**config.mk**
```make
export PLATFORM = sky130hd
export DESIGN_NAME = route_segment_sequencer
export DESIGN_NICKNAME = d
export VERILOG_FILES = /design/src/sv/rss_pkg.sv /design/src/sv/route_segment_sequencer.sv
export SDC_FILE = /design/constraint.sdc
export NUM_CORES = 1
export LEC_CHECK = 0
export ABC_AREA = 0
export BUFFER_PORTS_ARGS = -buffer_cell sky130_fd_sc_hd__clkbuf_2
export CORE_ASPECT_RATIO = 0.5
export CORE_UTILIZATION = 55
export DETAILED_ROUTE_END_ITERATION = 10
export MAX_ROUTING_LAYER = met4
export PLACE_DENSITY = 0.72
export SLEW_MARGIN = 20
export SYNTH_ARGS = -nofsm -noshare
export SYNTH_HDL_FRONTEND = slang
export SYNTH_SLANG_ARGS = --single-unit
```
**constraint.sdc**
```tcl
create_clock -name i_clk -period 19.2 [get_ports i_clk]
set_input_delay 0 -clock i_clk [delete_from_list [all_inputs] [get_ports i_clk]]
set_output_delay 0 -clock i_clk [all_outputs]
set_load 0.03 [all_outputs]
```
**src/sv/rss_pkg.sv**
```systemverilog
// ----------------------------------------------------------------------------
// rss_pkg
// Shared types, codes and helpers for the route segment sequencer.
// ----------------------------------------------------------------------------
`default_nettype none

package rss_pkg;

    // Default table depth
    localparam int DEF_MAX_SEGMENTS = 16;

    // Field widths
    localparam int CUR_W  = 5;
    localparam int SLOT_W = 4;
    localparam int MASK_W = 16;
    localparam int TIME_W = 32;

    typedef logic [1:0] t_mode;
    typedef logic [1:0] t_rstate;
    typedef logic [2:0] t_kind;
    typedef logic [3:0] t_action;

    // Item modes
    localparam t_mode MODE_LOAD  = 2'd0;
    localparam t_mode MODE_START = 2'd1;
    localparam t_mode MODE_STOP  = 2'd2;
    localparam t_mode MODE_TICK  = 2'd3;

    // Route states
    localparam t_rstate ST_IDLE  = 2'd0;
    localparam t_rstate ST_RUN   = 2'd1;
    localparam t_rstate ST_DONE  = 2'd2;
    localparam t_rstate ST_FAULT = 2'd3;

    // Segment kinds
    localparam t_kind K_FOLLOW   = 3'd0;
    localparam t_kind K_STRAIGHT = 3'd1;
    localparam t_kind K_TURN     = 3'd2;
    localparam t_kind K_ARC      = 3'd3;

    // Actions
    localparam t_action ACT_NONE         = 4'd0;
    localparam t_action ACT_START_FOLLOW = 4'd1;
    localparam t_action ACT_START_STRT   = 4'd2;
    localparam t_action ACT_START_TURN   = 4'd3;
    localparam t_action ACT_START_ARC    = 4'd4;
    localparam t_action ACT_UPD_FOLLOW   = 4'd5;
    localparam t_action ACT_UPD_MOTION   = 4'd6;
    localparam t_action ACT_STOP_FOLLOW  = 4'd7;
    localparam t_action ACT_STOP_MOTION  = 4'd8;

    // Stop command that matches a segment kind
    function automatic t_action stop_action(input t_kind kind);
        return (kind == K_FOLLOW) ? ACT_STOP_FOLLOW : ACT_STOP_MOTION;
    endfunction

    // Start command for a motion kind (straight, turn, arc)
    function automatic t_action start_action(input t_kind kind);
        return ACT_START_FOLLOW + t_action'(kind);
    endfunction

endpackage

`default_nettype wire

```
**src/sv/route_segment_sequencer.sv**
```systemverilog
// ----------------------------------------------------------------------------
// route_segment_sequencer
// Walks a table of route segments and issues start, update and stop commands
// for the host's line and motion services, one action word per cycle while the output is not stalled.
// ----------------------------------------------------------------------------
// Output: an item passes the input register, then its first result word is
//   loaded into the result holder once the holder is free.
// Throughput: one item per cycle while each item yields one word and the output
//   is not stalled; an item that yields several words (up to 3) holds the input
//   until the single output port has drained them, one word per take.
// Reset: synchronous active-low; route idle, index 0, count 0. The segment
//   table is not cleared and holds garbage until loaded.
`default_nettype none

module route_segment_sequencer
    import rss_pkg::*;
#(
    parameter int MAX_SEGMENTS = DEF_MAX_SEGMENTS
) (
    input  wire                 i_clk,
    input  wire                 i_rst_n,

    // Configuration write
    input  wire                 i_cfg_valid,
    output logic                o_cfg_ready,
    input  wire  [CUR_W-1:0]    i_cfg_data,

    // Input words
    input  wire                 i_in_valid,
    output logic                o_in_stall,
    input  wire  [1:0]          i_mode,
    input  wire  [SLOT_W-1:0]   i_entry_index,
    input  wire  [2:0]          i_entry_kind,
    input  wire  [MASK_W-1:0]   i_entry_until_mask,
    input  wire  [TIME_W-1:0]   i_entry_timeout_ms,
    input  wire  [TIME_W-1:0]   i_now_ms,
    input  wire                 i_start_ok,
    input  wire                 i_motion_done,
    input  wire  [MASK_W-1:0]   i_line_events,
    input  wire                 i_line_lost,

    // Result words
    output logic                o_out_valid,
    input  wire                 i_out_stall,
    output logic [3:0]          o_action,
    output logic [1:0]          o_seq_state,
    output logic [3:0]          o_seq_index,
    output logic [2:0]          o_seq_kind,
    output logic                o_last
);

    localparam int AW = (MAX_SEGMENTS > 1) ? $clog2(MAX_SEGMENTS) : 1;

    // ------------------------------------------------------------------
    // Registers
    // ------------------------------------------------------------------
    logic                r_in_valid;
    t_mode               r_in_mode;
    logic [SLOT_W-1:0]   r_in_slot;
    t_kind               r_in_kind;
    logic [MASK_W-1:0]   r_in_mask;
    logic [TIME_W-1:0]   r_in_timeout;
    logic [TIME_W-1:0]   r_in_now;
    logic                r_in_start_ok;
    logic                r_in_motion_done;
    logic [MASK_W-1:0]   r_in_events;
    logic                r_in_lost;

    logic [CUR_W-1:0]    r_count;
    t_rstate             r_state;
    logic [CUR_W-1:0]    r_cur;
    logic                r_ent;
    logic [TIME_W-1:0]   r_base;

    t_action             r_act [3];
    logic [1:0]          r_num;

    // Table and its registered read ports
    t_kind               mem_kind    [MAX_SEGMENTS];
    logic [MASK_W-1:0]   mem_mask    [MAX_SEGMENTS];
    logic [TIME_W-1:0]   mem_timeout [MAX_SEGMENTS];
    t_kind               r_cur_kind;
    logic [MASK_W-1:0]   r_cur_mask;
    logic [TIME_W-1:0]   r_cur_timeout;
    t_kind               r_tel_kind;

    // ------------------------------------------------------------------
    // Combinational signals
    // ------------------------------------------------------------------
    logic                in_accept;
    logic                out_take;
    logic                hold_free;
    logic                fire;

    logic [CUR_W-1:0]    cnt_eff;
    logic [CUR_W-1:0]    n_count;
    logic [CUR_W-1:0]    n_cnt_eff;
    t_rstate             n_state;
    logic [CUR_W-1:0]    n_cur;
    logic                n_ent;
    logic [TIME_W-1:0]   n_base;
    t_action             n_act [3];
    logic [1:0]          n_num;
    logic                ok;
    logic                seg_done;
    logic                time_up;
    logic [TIME_W-1:0]   elapsed;
    logic [CUR_W-1:0]    cur_inc;

    logic                wr_en;
    logic [AW-1:0]       wr_addr;
    logic [CUR_W-1:0]    rd_cur;
    logic                rd_cur_ok;
    logic [AW-1:0]       rd_cur_addr;
    logic [CUR_W-1:0]    rd_tel;
    logic [AW-1:0]       rd_tel_addr;
    logic [CUR_W-1:0]    tel_idx;

    // ------------------------------------------------------------------
    // Handshakes
    // ------------------------------------------------------------------
    assign o_cfg_ready = 1'b1;
    assign out_take    = o_out_valid && !i_out_stall;
    assign hold_free   = (r_num == 2'd0) || ((r_num == 2'd1) && !i_out_stall);
    assign fire        = r_in_valid && hold_free;
    assign o_in_stall  = r_in_valid && !hold_free;
    assign in_accept   = i_in_valid && !o_in_stall;

    // Clamp count to table depth
    function automatic logic [CUR_W-1:0] clamp_count(input logic [CUR_W-1:0] c);
        return (32'(c) > 32'(MAX_SEGMENTS)) ? CUR_W'(MAX_SEGMENTS) : c;
    endfunction

    // Clamp an index into the valid part of the table
    function automatic logic [CUR_W-1:0] clamp_index(input logic [CUR_W-1:0] idx,
                                                     input logic [CUR_W-1:0] c);
        if (c == '0) begin
            return '0;
        end else if (idx >= c) begin
            return c - CUR_W'(1);
        end else begin
            return idx;
        end
    endfunction

    assign n_count   = (i_cfg_valid && o_cfg_ready) ? i_cfg_data : r_count;
    assign cnt_eff   = clamp_count(r_count);
    assign n_cnt_eff = clamp_count(n_count);
    assign elapsed   = r_in_now - r_base;
    assign cur_inc   = r_cur + CUR_W'(1);

    // ------------------------------------------------------------------
    // Item processing
    // ------------------------------------------------------------------
    always_comb begin
        n_state  = r_state;
        n_cur    = r_cur;
        n_ent    = r_ent;
        n_base   = r_base;
        n_act[0] = ACT_NONE;
        n_act[1] = ACT_NONE;
        n_act[2] = ACT_NONE;
        n_num    = 2'd0;
        ok       = 1'b0;
        seg_done = 1'b0;
        time_up  = 1'b0;
        wr_en    = 1'b0;
        wr_addr  = AW'(r_in_slot);

        if (fire) begin
            case (r_in_mode)
                MODE_LOAD: begin
                    wr_en = (r_state != ST_RUN) && (32'(r_in_slot) < 32'(MAX_SEGMENTS));
                end
                MODE_START: begin
                    n_cur   = '0;
                    n_ent   = 1'b0;
                    n_state = (cnt_eff == '0) ? ST_DONE : ST_RUN;
                end
                MODE_STOP: begin
                    if (r_state == ST_RUN && r_ent) begin
                        n_act[0] = stop_action(r_cur_kind);
                        n_num    = 2'd1;
                    end
                    n_state = ST_IDLE;
                end
                default: begin
                    if (r_state == ST_RUN) begin
                        if (r_cur >= cnt_eff) begin
                            // count shrank to or below the index
                            n_state = ST_DONE;
                            n_ent   = 1'b0;
                        end else if (!r_ent) begin
                            // entry tick: start commands (motion gets an update first), stop if refused
                            if (r_cur_kind == K_FOLLOW) begin
                                n_act[n_num] = ACT_START_FOLLOW;
                                n_num        = n_num + 2'd1;
                                ok           = r_in_start_ok;
                            end else if (r_cur_kind <= K_ARC) begin
                                n_act[n_num] = ACT_UPD_MOTION;
                                n_num        = n_num + 2'd1;
                                n_act[n_num] = start_action(r_cur_kind);
                                n_num        = n_num + 2'd1;
                                ok           = r_in_start_ok;
                            end
                            if (ok) begin
                                n_base = r_in_now;
                                n_ent  = 1'b1;
                            end else begin
                                n_act[n_num] = stop_action(r_cur_kind);
                                n_num        = n_num + 2'd1;
                                n_state      = ST_FAULT;
                            end
                        end else begin
                            // drive the active service and test completion
                            if (r_cur_kind == K_FOLLOW) begin
                                n_act[n_num] = ACT_UPD_FOLLOW;
                                seg_done     = |(r_in_events & r_cur_mask);
                            end else begin
                                n_act[n_num] = ACT_UPD_MOTION;
                                seg_done     = r_in_motion_done;
                            end
                            n_num   = n_num + 2'd1;
                            time_up = (r_cur_timeout != '0) && (elapsed >= r_cur_timeout);
                            if (seg_done) begin
                                if (r_cur_kind == K_FOLLOW) begin
                                    n_act[n_num] = ACT_STOP_FOLLOW;
                                    n_num        = n_num + 2'd1;
                                end
                                n_cur = cur_inc;
                                n_ent = 1'b0;
                                if (cur_inc >= cnt_eff) begin
                                    n_state = ST_DONE;
                                end
                            end else if ((r_cur_kind == K_FOLLOW && r_in_lost) || time_up) begin
                                n_act[n_num] = stop_action(r_cur_kind);
                                n_num        = n_num + 2'd1;
                                n_state      = ST_FAULT;
                            end
                        end
                    end
                end
            endcase
            // every item yields at least one word
            if (n_num == 2'd0) begin
                n_num = 2'd1;
            end
        end
    end

    // ------------------------------------------------------------------
    // Table read addresses: follow the next index and telemetry index
    // ------------------------------------------------------------------
    assign rd_cur      = i_rst_n ? n_cur : '0;
    assign rd_cur_ok   = 32'(rd_cur) < 32'(MAX_SEGMENTS);
    assign rd_cur_addr = AW'(rd_cur);
    assign rd_tel      = i_rst_n ? clamp_index(n_cur, n_cnt_eff) : '0;
    assign rd_tel_addr = AW'(rd_tel);

    // Write the table on a load
    always_ff @(posedge i_clk) begin
        if (wr_en) begin
            mem_kind[wr_addr]    <= r_in_kind;
            mem_mask[wr_addr]    <= r_in_mask;
            mem_timeout[wr_addr] <= r_in_timeout;
        end
    end

    // Read current segment entry, with write forwarding
    always_ff @(posedge i_clk) begin
        if (!rd_cur_ok) begin
            r_cur_kind    <= K_FOLLOW;
            r_cur_mask    <= '0;
            r_cur_timeout <= '0;
        end else if (wr_en && wr_addr == rd_cur_addr) begin
            r_cur_kind    <= r_in_kind;
            r_cur_mask    <= r_in_mask;
            r_cur_timeout <= r_in_timeout;
        end else begin
            r_cur_kind    <= mem_kind[rd_cur_addr];
            r_cur_mask    <= mem_mask[rd_cur_addr];
            r_cur_timeout <= mem_timeout[rd_cur_addr];
        end
    end

    // Read telemetry kind, with write forwarding
    always_ff @(posedge i_clk) begin
        if (wr_en && wr_addr == rd_tel_addr) begin
            r_tel_kind <= r_in_kind;
        end else begin
            r_tel_kind <= mem_kind[rd_tel_addr];
        end
    end

    // ------------------------------------------------------------------
    // Input register
    // ------------------------------------------------------------------
    always_ff @(posedge i_clk) begin
        if (!i_rst_n) begin
            r_in_valid <= 1'b0;
        end else begin
            r_in_valid <= in_accept || (r_in_valid && !fire);
        end
    end

    always_ff @(posedge i_clk) begin
        if (in_accept) begin
            r_in_mode        <= i_mode;
            r_in_slot        <= i_entry_index;
            r_in_kind        <= i_entry_kind;
            r_in_mask        <= i_entry_until_mask;
            r_in_timeout     <= i_entry_timeout_ms;
            r_in_now         <= i_now_ms;
            r_in_start_ok    <= i_start_ok;
            r_in_motion_done <= i_motion_done;
            r_in_events      <= i_line_events;
            r_in_lost        <= i_line_lost;
        end
    end

    // ------------------------------------------------------------------
    // Route state
    // ------------------------------------------------------------------
    always_ff @(posedge i_clk) begin
        if (!i_rst_n) begin
            r_count <= '0;
            r_state <= ST_IDLE;
            r_cur   <= '0;
            r_ent   <= 1'b0;
            r_base  <= '0;
        end else begin
            r_count <= n_count;
            r_state <= n_state;
            r_cur   <= n_cur;
            r_ent   <= n_ent;
            r_base  <= n_base;
        end
    end

    // ------------------------------------------------------------------
    // Result holder: load on fire, advance one word per take
    // ------------------------------------------------------------------
    always_ff @(posedge i_clk) begin
        if (!i_rst_n) begin
            r_num <= 2'd0;
        end else if (fire) begin
            r_num <= n_num;
        end else if (out_take) begin
            r_num <= r_num - 2'd1;
        end
    end

    always_ff @(posedge i_clk) begin
        if (fire) begin
            r_act[0] <= n_act[0];
            r_act[1] <= n_act[1];
            r_act[2] <= n_act[2];
        end else if (out_take) begin
            r_act[0] <= r_act[1];
            r_act[1] <= r_act[2];
        end
    end

    // ------------------------------------------------------------------
    // Outputs: telemetry comes from the state left by the item
    // ------------------------------------------------------------------
    assign tel_idx     = clamp_index(r_cur, cnt_eff);
    assign o_out_valid = (r_num != 2'd0);
    assign o_action    = r_act[0];
    assign o_last      = (r_num == 2'd1);
    assign o_seq_state = r_state;
    assign o_seq_index = tel_idx[3:0];
    assign o_seq_kind  = (cnt_eff == '0) ? K_FOLLOW : r_tel_kind;

    // ------------------------------------------------------------------
    // Assertions
    // ------------------------------------------------------------------
    // a processed item always shows a word next cycle
    a_fire_shows: assert property (@(posedge i_clk) disable iff (!i_rst_n)
        fire |=> o_out_valid)
        else $error("processed item produced no result word");

    // a non-final word taken leaves the next word of the same item
    a_drain_cont: assert property (@(posedge i_clk) disable iff (!i_rst_n)
        (out_take && !o_last) |=> o_out_valid)
        else $error("result words of one item were split");

    // an entered segment is driven, never restarted
    a_no_restart: assert property (@(posedge i_clk) disable iff (!i_rst_n)
        (fire && r_in_mode == MODE_TICK && r_state == ST_RUN && r_ent
         && r_cur < cnt_eff)
        |=> (o_action == ACT_UPD_FOLLOW || o_action == ACT_UPD_MOTION))
        else $error("entered segment did not get an update first");

    // entry of a follow segment opens with a start follow
    a_entry_start: assert property (@(posedge i_clk) disable iff (!i_rst_n)
        (fire && r_in_mode == MODE_TICK && r_state == ST_RUN && !r_ent
         && r_cur < cnt_eff && r_cur_kind == K_FOLLOW)
        |=> (o_action == ACT_START_FOLLOW))
        else $error("follow entry did not start the follower");

endmodule

`default_nettype wire
```
# Word level (Yosys, flattened, before mapping)
# Memories as Yosys holds them, arrays and structs flattened. A register that Yosys moved wholly into a read port is not among the register bits.
# Index checks and enable logic that the tools add are counted.
word_totals:
  reg_bits: 156
  latchBits: 0
  ramBits: 828
  romBits: 0
  inputBits: 118
  out_inout_bits: 17
  elab_cells: 198
  n_memories: 4
classes:
  n_addsub: 7
  n_mul: 0
  n_div: 0
  order_cmp: 10
  eq_ne: 8
  n_shift: 0
  muxes: 105
  bitwise_logic: 9
  reduce_logical: 38
memory_table:
  columns: ["name", "depth", "width", "read_ports", "rd_clocked_by_memory_dff", "write_ports", "line", "source"]
  rows:
  - ["mem_timeout", 16, 32, 1, 1, 1, "route_segment_sequencer.sv:81", "logic [TIME_W-1:0] mem_timeout [MAX_SEGMENTS];"]
  - ["mem_mask", 16, 16, 1, 1, 1, "route_segment_sequencer.sv:80", "logic [MASK_W-1:0] mem_mask [MAX_SEGMENTS];"]
  - ["mem_kind", 16, 3, 2, 2, 1, "route_segment_sequencer.sv:79", "t_kind mem_kind [MAX_SEGMENTS];"]
  - ["r_act", 3, 4, 3, 0, 3, "route_segment_sequencer.sv:75", "t_action r_act [3];"]
ops:
  columns: ["op", "count"]
  rows:
  - ["2-to-1 mux 4 bit", 25]
  - ["2-to-1 mux 2 bit", 27]
  - ["2-to-1 mux 12 bit", 4]
  - ["2-to-1 mux 5 bit", 9]
  - ["greater-or-equal comparator 32 bit", 1]
  - ["nonzero test 32 bit", 1]
  - ["subtractor 32 bit", 1]
  - ["2-to-1 mux 1 bit", 28]
  - ["AND 16 bit", 1]
  - ["2-to-1 mux 8 bit", 2]
  - ["OR reduction 16 bit", 1]
  - ["greater-or-equal comparator 5 bit", 3]
  - ["bitwise mux 12 bit", 1]
  - ["AND reduction 6 bit", 2]
  - ["greater-than comparator 5 bit (second input constant)", 2]
  - ["logical AND 1 bit", 10]
  - ["logical NOT 5 bit", 2]
  - ["one-hot mux 5 bit (2 select lines)", 1]
  - ["demux 4 bit (select 2 bit)", 1]
  - ["one-hot mux 4 bit (2 select lines)", 1]
  - ["subtractor 4 x 1 -> 4 bit (second input constant)", 2]
  - ["logical NOT 1 bit", 7]
  - ["2-to-1 mux 7 bit", 1]
  - ["equality test 2 x 1 -> 1 bit (second input constant)", 3]
  - ["28 further kinds", 41]

# Longest topological paths before layout
# Gate-level depths: netlist of the first run.
logic_depth:
  ltp_word: 21
  depth_mapped: 23
  ltp_nobuf: 23

# Worst setup path after synthesis of the first run
# OpenSTA, ideal clock, no wires.
synth_path:
  path_type: "register -> register"
  startpoint: "reg r_num[1]"
  endpoint: "reg r_in_events[0] (enable)"
  setup_ns: 0.586
  arrival_time_ns: 5.912
  t_required_ns: 18.614
  path_slack_ns: 12.701
  stages_incl_launch_ff: 6
  n_path_buf: 0
  period_less_slack_ns: 6.499
  path_cell_list: "dfxtp_1 > inv_1 > ha_1 > nand2b_1 > and3_1 > nor2b_1"
synth_between:
  elab_chain_len: 7
  elab_cells_between_ends: 8
  cone_classes: "1 x eq/ne; 7 x reduce/logical"
synth_rtl:
  columns: ["item", "line", "source"]
  rows:
  - ["start, declared", "route_segment_sequencer.sv:76", "logic [1:0] r_num;"]
  - ["start signal, assigned", "route_segment_sequencer.sv:347", "r_num <= n_num;"]
  - ["start signal, assigned", "route_segment_sequencer.sv:349", "r_num <= r_num - 2'd1;"]
  - ["equality test 2 x 1 -> 1 bit", null, null]
  - ["net o_last", "route_segment_sequencer.sv:49", "output logic o_last"]
  - ["logical AND 1 bit", "route_segment_sequencer.sv:124", "assign hold_free = (r_num == 2'd0) || ((r_num == 2'd1) && !i_out_stall);"]
  - ["logical OR 1 bit", "route_segment_sequencer.sv:124", null]
  - ["logical NOT 1 bit", "route_segment_sequencer.sv:126", "assign o_in_stall = r_in_valid && !hold_free;"]
  - ["logical AND 1 bit", "route_segment_sequencer.sv:126", null]
  - ["net o_in_stall", "route_segment_sequencer.sv:30", "output logic o_in_stall,"]
  - ["logical NOT 1 bit", "route_segment_sequencer.sv:127", "assign in_accept = i_in_valid && !o_in_stall;"]
  - ["logical AND 1 bit", "route_segment_sequencer.sv:127", null]
  - ["net in_accept", "route_segment_sequencer.sv:90", "logic in_accept;"]
  - ["end signal, assigned", "route_segment_sequencer.sv:316", "r_in_events <= i_line_events;"]
  - ["end, declared", "route_segment_sequencer.sv:66", "logic [MASK_W-1:0] r_in_events;"]
# The timed path passes the listed nets, and every way through them passes these cells.
# A chain may end at the register's enable or synchronous reset.

# Final worst setup path of the first run
layout_path:
  startpoint: "reg r_cur_kind[0], read port of mem_kind"
  endpoint: "reg r_cur_mask[14], read port of mem_mask"
layout_between:
  elab_chain_len: 16
layout_rtl:
  columns: ["item", "line", "source"]
  rows:
  - ["start, declared", "route_segment_sequencer.sv:82", "t_kind r_cur_kind;"]
  - ["logical NOT 3 bit (*)", "route_segment_sequencer.sv:216", "if (r_cur_kind == K_FOLLOW) begin"]
  - ["2-to-1 mux 1 bit (*)", "route_segment_sequencer.sv:216", null]
  - ["2-to-1 mux 1 bit (*)", "route_segment_sequencer.sv:193", "end else if (!r_ent) begin"]
  - ["2-to-1 mux 1 bit (*)", "route_segment_sequencer.sv:189", "if (r_cur >= cnt_eff) begin"]
  - ["2-to-1 mux 1 bit (*)", "route_segment_sequencer.sv:188", "if (r_state == ST_RUN) begin"]
  - ["2-to-1 mux 1 bit (*)", "route_segment_sequencer.sv:171", "case (r_in_mode)"]
  - ["2-to-1 mux 1 bit (*)", "route_segment_sequencer.sv:170", "if (fire) begin"]
  - ["2-to-1 mux 5 bit (*)", "route_segment_sequencer.sv:225", "if (seg_done) begin"]
  - ["2-to-1 mux 5 bit (*)", "route_segment_sequencer.sv:193", null]
  - ["2-to-1 mux 5 bit (*)", "route_segment_sequencer.sv:189", null]
  - ["2-to-1 mux 5 bit (*)", "route_segment_sequencer.sv:188", null]
  - ["one-hot mux 5 bit (2 select lines) (*)", "route_segment_sequencer.sv:171", null]
  - ["2-to-1 mux 5 bit (*)", "route_segment_sequencer.sv:170", null]
  - ["2-to-1 mux 5 bit (*)", null, null]
  - ["less-than comparator 5 bit", "route_segment_sequencer.sv:255", "assign rd_cur_ok = 32'(rd_cur) < 32'(MAX_SEGMENTS);"]
  - ["logical NOT 1 bit (no line)", null, null]
  - ["end, declared", "route_segment_sequencer.sv:83", "logic [MASK_W-1:0] r_cur_mask;"]
# Mark *: on every way between the ends. The rest lies on a longest branch, timed or not. The select of a mux whose other input is x is not followed.

==> results of run 1 <==
[final timing paths]
check	endpoint	slack, ns	cells after the start	from
worst max-delay path	r_cur_mask[14]$_SDFF_PP0_	12.59	15	r_cur_kind[0]$_SDFF_PP0_
worst min-delay path	r_in_timeout[17]$_DFFE_PP_	0.03	2	i_entry_timeout_ms[17]
worst max register to register	r_cur_mask[14]$_SDFF_PP0_	12.59	15	r_cur_kind[0]$_SDFF_PP0_
worst min register to register	r_base[2]$_SDFFE_PN0P_	0.46	2	r_base[2]$_SDFFE_PN0P_
[sequential cells by signal, summed over array words and instances (netlist names), 10 cells and up, named ones only]
signal         count
mem_kind          48
mem_mask         256
mem_timeout      512
r_act             10
r_base            32
r_cur_mask        16
r_cur_timeout     32
r_in_events       16
r_in_mask         16
r_in_now          32
r_in_timeout      32
[what timing repair did]
| action | in CTS | in global routing |
|---|---|---|
| endpoints found under the setup margin | 0 | 0 |
| hold buffers | 144 | 0 |
| endpoints found under the hold margin | 137 | 0 |
[per-layer routing]
layer / part of all wire (%) / wire, microns / vias up
met4: 2.5 / 2920 / 0
met3: 11 / 12900 / 210
met2: 45 / 52000 / 1552
met5: 0 / 0 / -
met1: 41 / 47800 / 14200
li1: - / - / 12800
[metrics by stage]
step	cells	utilization, %	power [mW]	setup WS (ns)	cell area [sq um]
final	4523	63.8	4.62	12.59	49800
after global routing	4523	63.8	4.74	12.27	49800
after CTS	4523	63.7	4.63	12.77	49800
after detailed placement	4216	58.2	2.80	12.80	45400
after global placement	4216	58.2	2.79	12.90	45400
after floorplan	3214	-	2.72	12.70	43900
[cells in the mapped netlist (all sizes together), types with 6 or more instances]
library cell,instances
ha,90
nand3,112
a21o,26
nand4,11
edfxtp,934
and3,60
or2,6
clkbuf,123
a22o,7
inv,99
dfxtp,103
xnor2,26
a311oi,104
nand2b,12
nor2,51
o31ai,99
a31oi,6
mux2i,112
buf,89
o21bai,6
a221oi,58
mux4,15
o21ai,91
a211oi,68
xor2,11
and2,6
a21oi,234
nand2,471
o211ai,59
nor3,20
nor4,18
nor2b,20
[kinds of logic after synthesis]
group                    after synthesis
AO/OA/AOI/OAI                        801
XOR/XNOR                              37
adder cells (fa/ha/maj)               91
buffers and inverters                311
flip-flops                          1037
multiplexers                         131
other                                  2
AND/OR/NAND/NOR                      804
[layout make-up]
cell class                      count  area (sq um)
Multi-Input combinational cell   1866         12600
Clock buffer                      112          2330
Inverter                           99           384
Clock inverter                     51           587
Timing Repair Buffer              322          2480
Sequential cell                  1037         30100
Tap cell                         1036          1300
Fill cell                        5531         28300
[power by group through the flow]
stage | logic, mW | registers (mW) | clock network (mW)
6_report | 0.220 | 2.56 | 1.84
5_1_grt | 0.240 | 2.56 | 1.94
4_1_cts | 0.218 | 2.55 | 1.86
3_5_place_dp | 0.193 | 2.60 | 0
3_3_place_gp | 0.188 | 2.60 | 0
2_1_floorplan | 0.135 | 2.58 | 0
==> impl_metrics.ini, run 1 <==
[synthesis]
synth_edf_count = 934
synthSimpleGateAreaFrac_pct = 8.26
synth_top_area_share_pct = 63.9
yosys-top-cells-area = edfxtp_1, dfxtp_1, nand2_1, a21oi_1, ha_1
ys_seq_elements = 1037
synth_area_sq_um = 43900
synthAdderAreaFrac_pct = 2.61
ys_seq_area_share_pct = 68.6
synth_top_family_by_area = compound AO/OA/AOI/OAI gates
synth_top_area_cell = edfxtp_1
synth_warnings = 0
synth_flop_cell = edfxtp_1
postSynthCellCount = 3214
synth-compound-area-share_pct = 13.2
synthXorXnorAreaFrac_pct = 0.738
syn_nets = 3423
post_synth.cell_area_avg_sq_um = 13.7
async_reset_ff_share_pct = 0
muxShareOfSynthArea_pct = 3.45
synth_cell_type_count = 87

[global_routing]
antenna_found_initial = 1
gr-total-overflow = 0
grt.total_usage_pct = 29.4
grtUsageMet2_pct = 43.6
grt_pass1_vias = 27800
grt_use_met1_pct = 41.0
grt_pass1_wl_mm = 173
busiest_layer = met2
grt_use_met3_pct = 6.36
grt_max_degree = 189

[worst_setup_path]
crit_arrival_ns = 7.21
required_ns = 19.80
crit_type = register to register
start_kind = register
crit_fanout = 97
cp.buffers_inverters = 5
slowest_stage = buf_4
path_delay_family = buffers and inverters
path_cells = inv_1, ha_1, nand2b_1, a2111oi_4, and4_1, or4_2, buf_4, nand2_8, inv_6, buf_4, buf_4, a221oi_1, a211oi_1, o31ai_1, o211ai_1
cpMostUsedCell = buf_4
endpoint_kind = register
max_stage_delay_ns = 0.92

[clock_tree]
htreeDepth = 3
clk_pin_slew_worst_paths_ns = 0.07
cts_resized = 0
cts_setup_buffers = 0
cts_sinks = 1037
clk_path_buf_depth = 3
cts_tree = built
cts_buffers = 87
root_buffer = clkbuf_16
insertion_delay_ns = 0.69

[placed_design]
numPortBuffers = 133
place.detailed.hpwl_mm = 59.5
place.gp.congestion = 0.882

[power]
internal_power_mw = 3.61
p_sw_mw = 1.01
p_leak_nw = 16.6
switching_share_pct = 21.8
pwr-share-clk_pct = 39.9
cellPowerDensity_nw_per_um2 = 92.7
ir_drop_mv = 0.0720
p_comb_share_pct = 4.8
pwr-share-seq_pct = 55.3

[finish]
area.growth.synth_to_final_pct = 13.4
final_cell_mix = edfxtp_1, nand2_1, a21oi_1
fin_nets = 3622
final_common_cell = edfxtp_1
diodes = 0
drive_gt1_share_pct = 12.1

[timing]
rsz0062_at_grt = false
fin_crit_sh_pct = 34.4
setup_tns_ns = 0
max_freq_mhz = 151
relSlewSlack_pct = 19.9
whs_ns = 0.0277
worst_pin_slew_ns = 1.20
finalCriticalPeriod_ns = 6.61
slew_viol_final = 0
finalSetupViolCount = 0
hold_viol = 0
fin_skew_ns = 0.0288

[die]
fp-row-count = 72
die_height_microns = 202
core_sq_um = 78100
initial_core_util_pct = 56.2
die_area_sq_um = 81100
die_w_microns = 402
io_pins = 135

[flow_run]
maxCapViolations = 0

[run_status]
status = finished clean

[route]
drc_errors = 0
avgRoutedWirePerCell_microns = 25.6
drt_iter0_drc = 3879
antenna_left = 0
vias = 28800
routed_wl_mm = 116
routed_via_density = 6.36
firstDrtPassIters = 5

[hold_path]
min_path_type = primary input to register
(Power assumes the default switching activity.)
==> run 2: changes to the inputs <==
Settings changed: ABC_AREA 0 to 1.
Clock period 19.2 ns to 6.4 ns, I/O delays scaled along.
==> run 2 against run 1 <==
Effect of this change: area after synthesis up 4.9%; utilization down 0.80 points; global-route usage is 1.2 points higher; non-clock buffer count shrank 1; clock skew up 0.0011 ns; combinational power rose to 4.1 times the previous value; critical path depth increased by 8; maximum frequency is 38% higher; largest cell class unchanged.
==> impl_metrics.ini, run 2 <==
[worst_setup_path]
crit_type = register to register
path_cells = nor2_1, nand3_1, nand2_1, nand2_1, ha_1, nand2_1, nor2_1, nand2_1, nand3_1, nor2_4, nand4_1, nand2_1, nand3_1, nand2_1, nand2_8, nand2_4, buf_12, nand2_1, nand3_1, nand3_1, nand3_1, nand2_1, inv_1
rrSetupSlack_ns = 1.60
max_stage_delay_ns = 0.81
slowest_stage = buf_12
start_kind = register
endpoint_kind = register
crit_fanout = 205
cpMostUsedCell = nand2_1
crit_arrival_ns = 5.44
required_ns = 7.04

[clock_tree]
clk_pin_slew_worst_paths_ns = 0.07
cts_tree = built
cts_setup_buffers = 0
cts_sinks = 1037
root_buffer = clkbuf_16
insertion_delay_ns = 0.70
cts_buffers = 89
clk_path_buf_depth = 3
htreeDepth = 3

[synthesis]
synth_area_sq_um = 46100
syn_nets = 4648
synth_cell_type_count = 51
synth_edf_count = 934
synth_top_area_share_pct = 60.9
synth_warnings = 0
ys_seq_elements = 1037
ys_seq_area_share_pct = 65.4
yosys-top-cells-count = nand2_1, edfxtp_1, nand3_1
synth_flop_cell = edfxtp_1
synth_top_area_cell = edfxtp_1
async_reset_ff_share_pct = 0
yosys-top-cells-area = edfxtp_1, nand2_1, nand3_1, dfxtp_1, nand4_1
yosysMostFrequentCell = nand2_1
post_synth.cell_area_avg_sq_um = 10.4
postSynthCellCount = 4439

[timing]
finalSetupViolCount = 0
max_freq_mhz = 208
finalCriticalPeriod_ns = 4.80
fin_skew_ns = 0.0299
worst_pin_slew_ns = 1.32
slew_viol_final = 0
fin_crit_sh_pct = 75.1
whs_ns = 0.0321
rsz0062_at_grt = false
setup_tns_ns = 0
hold_viol = 0
relSlewSlack_pct = 12.2

[finish]
drive_gt1_share_pct = 7.76
fin_util_pct = 63.0
fillers = 6344
largest_reg_flops = 512
fin_nets = 4786
ff_latch_area_sq_um = 30100
final_cell_mix = nand2_1, edfxtp_1, nand3_1
regMostFlops = mem_timeout
final_area_sq_um = 51800
area.growth.synth_to_final_pct = 12.4
final_common_cell = nand2_1
multi_input_area_sq_um = 14000
top_regs = mem_timeout (512), mem_mask (256), mem_kind (48)

[die]
initial_core_util_pct = 56.0
core_sq_um = 82200
io_pins = 135
fp-row-count = 74
die_area_sq_um = 85000
die_height_microns = 207
die_w_microns = 411

[placed_design]
placed_cell_area_sq_um = 47600
numPortBuffers = 133
place.gp.congestion = 0.904
place.detailed.hpwl_mm = 66.6

[power]
finalPower_mw = 13.9
cellPowerDensity_nw_per_um2 = 268
p_leak_nw = 20.4
ir_drop_mv = 0.213

[route]
drt_iter0_drc = 4344
antenna_left = 0
vias = 34000
routed_wl_mm = 127
firstDrtPassIters = 7
drc_errors = 0
avgRoutedWirePerCell_microns = 22.1
routed_via_density = 5.91

[hold_path]
min_path_type = primary input to register

[global_routing]
gr-total-overflow = 0
grt_pass1_vias = 31900
grt_pass1_wl_mm = 190
antenna_found_initial = 1
grt.total_usage_pct = 30.5
grt_max_degree = 212

[run_status]
status = finished clean

[flow_run]
maxCapViolations = 0
## run 2: worst paths after layout
kind | from | to | depth (start not counted)
worst max-delay path | r_count[0]$_SDFF_PN0_ | r_cur_timeout[0]$_SDFF_PP0_ | 23
worst min-delay path | i_entry_timeout_ms[4] | r_in_timeout[4]$_DFFE_PP_ | 2
worst max register to register | r_count[0]$_SDFF_PN0_ | r_cur_timeout[0]$_SDFF_PP0_ | 23
worst min register to register | r_base[2]$_SDFFE_PN0P_ | r_base[2]$_SDFFE_PN0P_ | 2
## run 2: critical path: cells and delay by family (launching register included)
family                     cells  cell delay, ns
DFF                            1            0.33
and+or+nand+nor               20            3.07
adders and majority gates      1            0.31
buffers and inverters          2            0.91
## run 2: timing repair
action | CTS | global route
hold buffers | 136 | 0
resized for setup | 0 | 0
hold endpoints to repair | 164 | 0
## run 2: area by class of cell
class                   instances  share of cell area [%]
flip-flops and latches       1037                    58.2
multi-input cells            2885                    27.0
repair buffers                321                    5.03
clock buffers                 119                    4.64
well taps                    1102                    2.66
inverters                     243                    1.77
clock inverters                46                   0.682
diodes                          1                 0.00483
## run 2: layer usage
metal	vias to the layer above	part of all wire (%)	global-route usage [%]
li1	15700	-	-
met5	-	0	-
met1	16200	41	40.6
met4	0	3.0	9.97
met2	1884	44	45.7
met3	278	12	8.37
## run 2: power breakdown
| part | internal, mW | switching (mW) | leakage, nW | total (mW) |
|---|---|---|---|---|
| combinational | 0.307 | 0.601 | 9.69 | 0.907 |
| sequential | 7.52 | 0.178 | 9.34 | 7.70 |
| clock | 2.78 | 2.48 | 1.33 | 5.25 |
| total | 10.6 | 3.25 | 20.4 | 13.9 |
## run 2: metrics by stage
stage / setup WS [ns] / cells
after detailed placement: 1.71 / 5452
final: 1.60 / 5754
after global routing: 1.18 / 5754
after global placement: 1.82 / 5450
after floorplan: 2.30 / 4439
after CTS: 1.71 / 5753
## run 2: cell families after synthesis
kind of cell,count (synthesis),synth area share [%]
other,2,0.0163
buffers and inverters,517,4.68
and+or+nand+nor,2479,23.4
xor gates and xnor gates,35,0.666
AOI/OAI and AO/OA,274,3.31
muxes,4,0.0869
adders and majority gates,91,2.49
DFF,1037,65.4
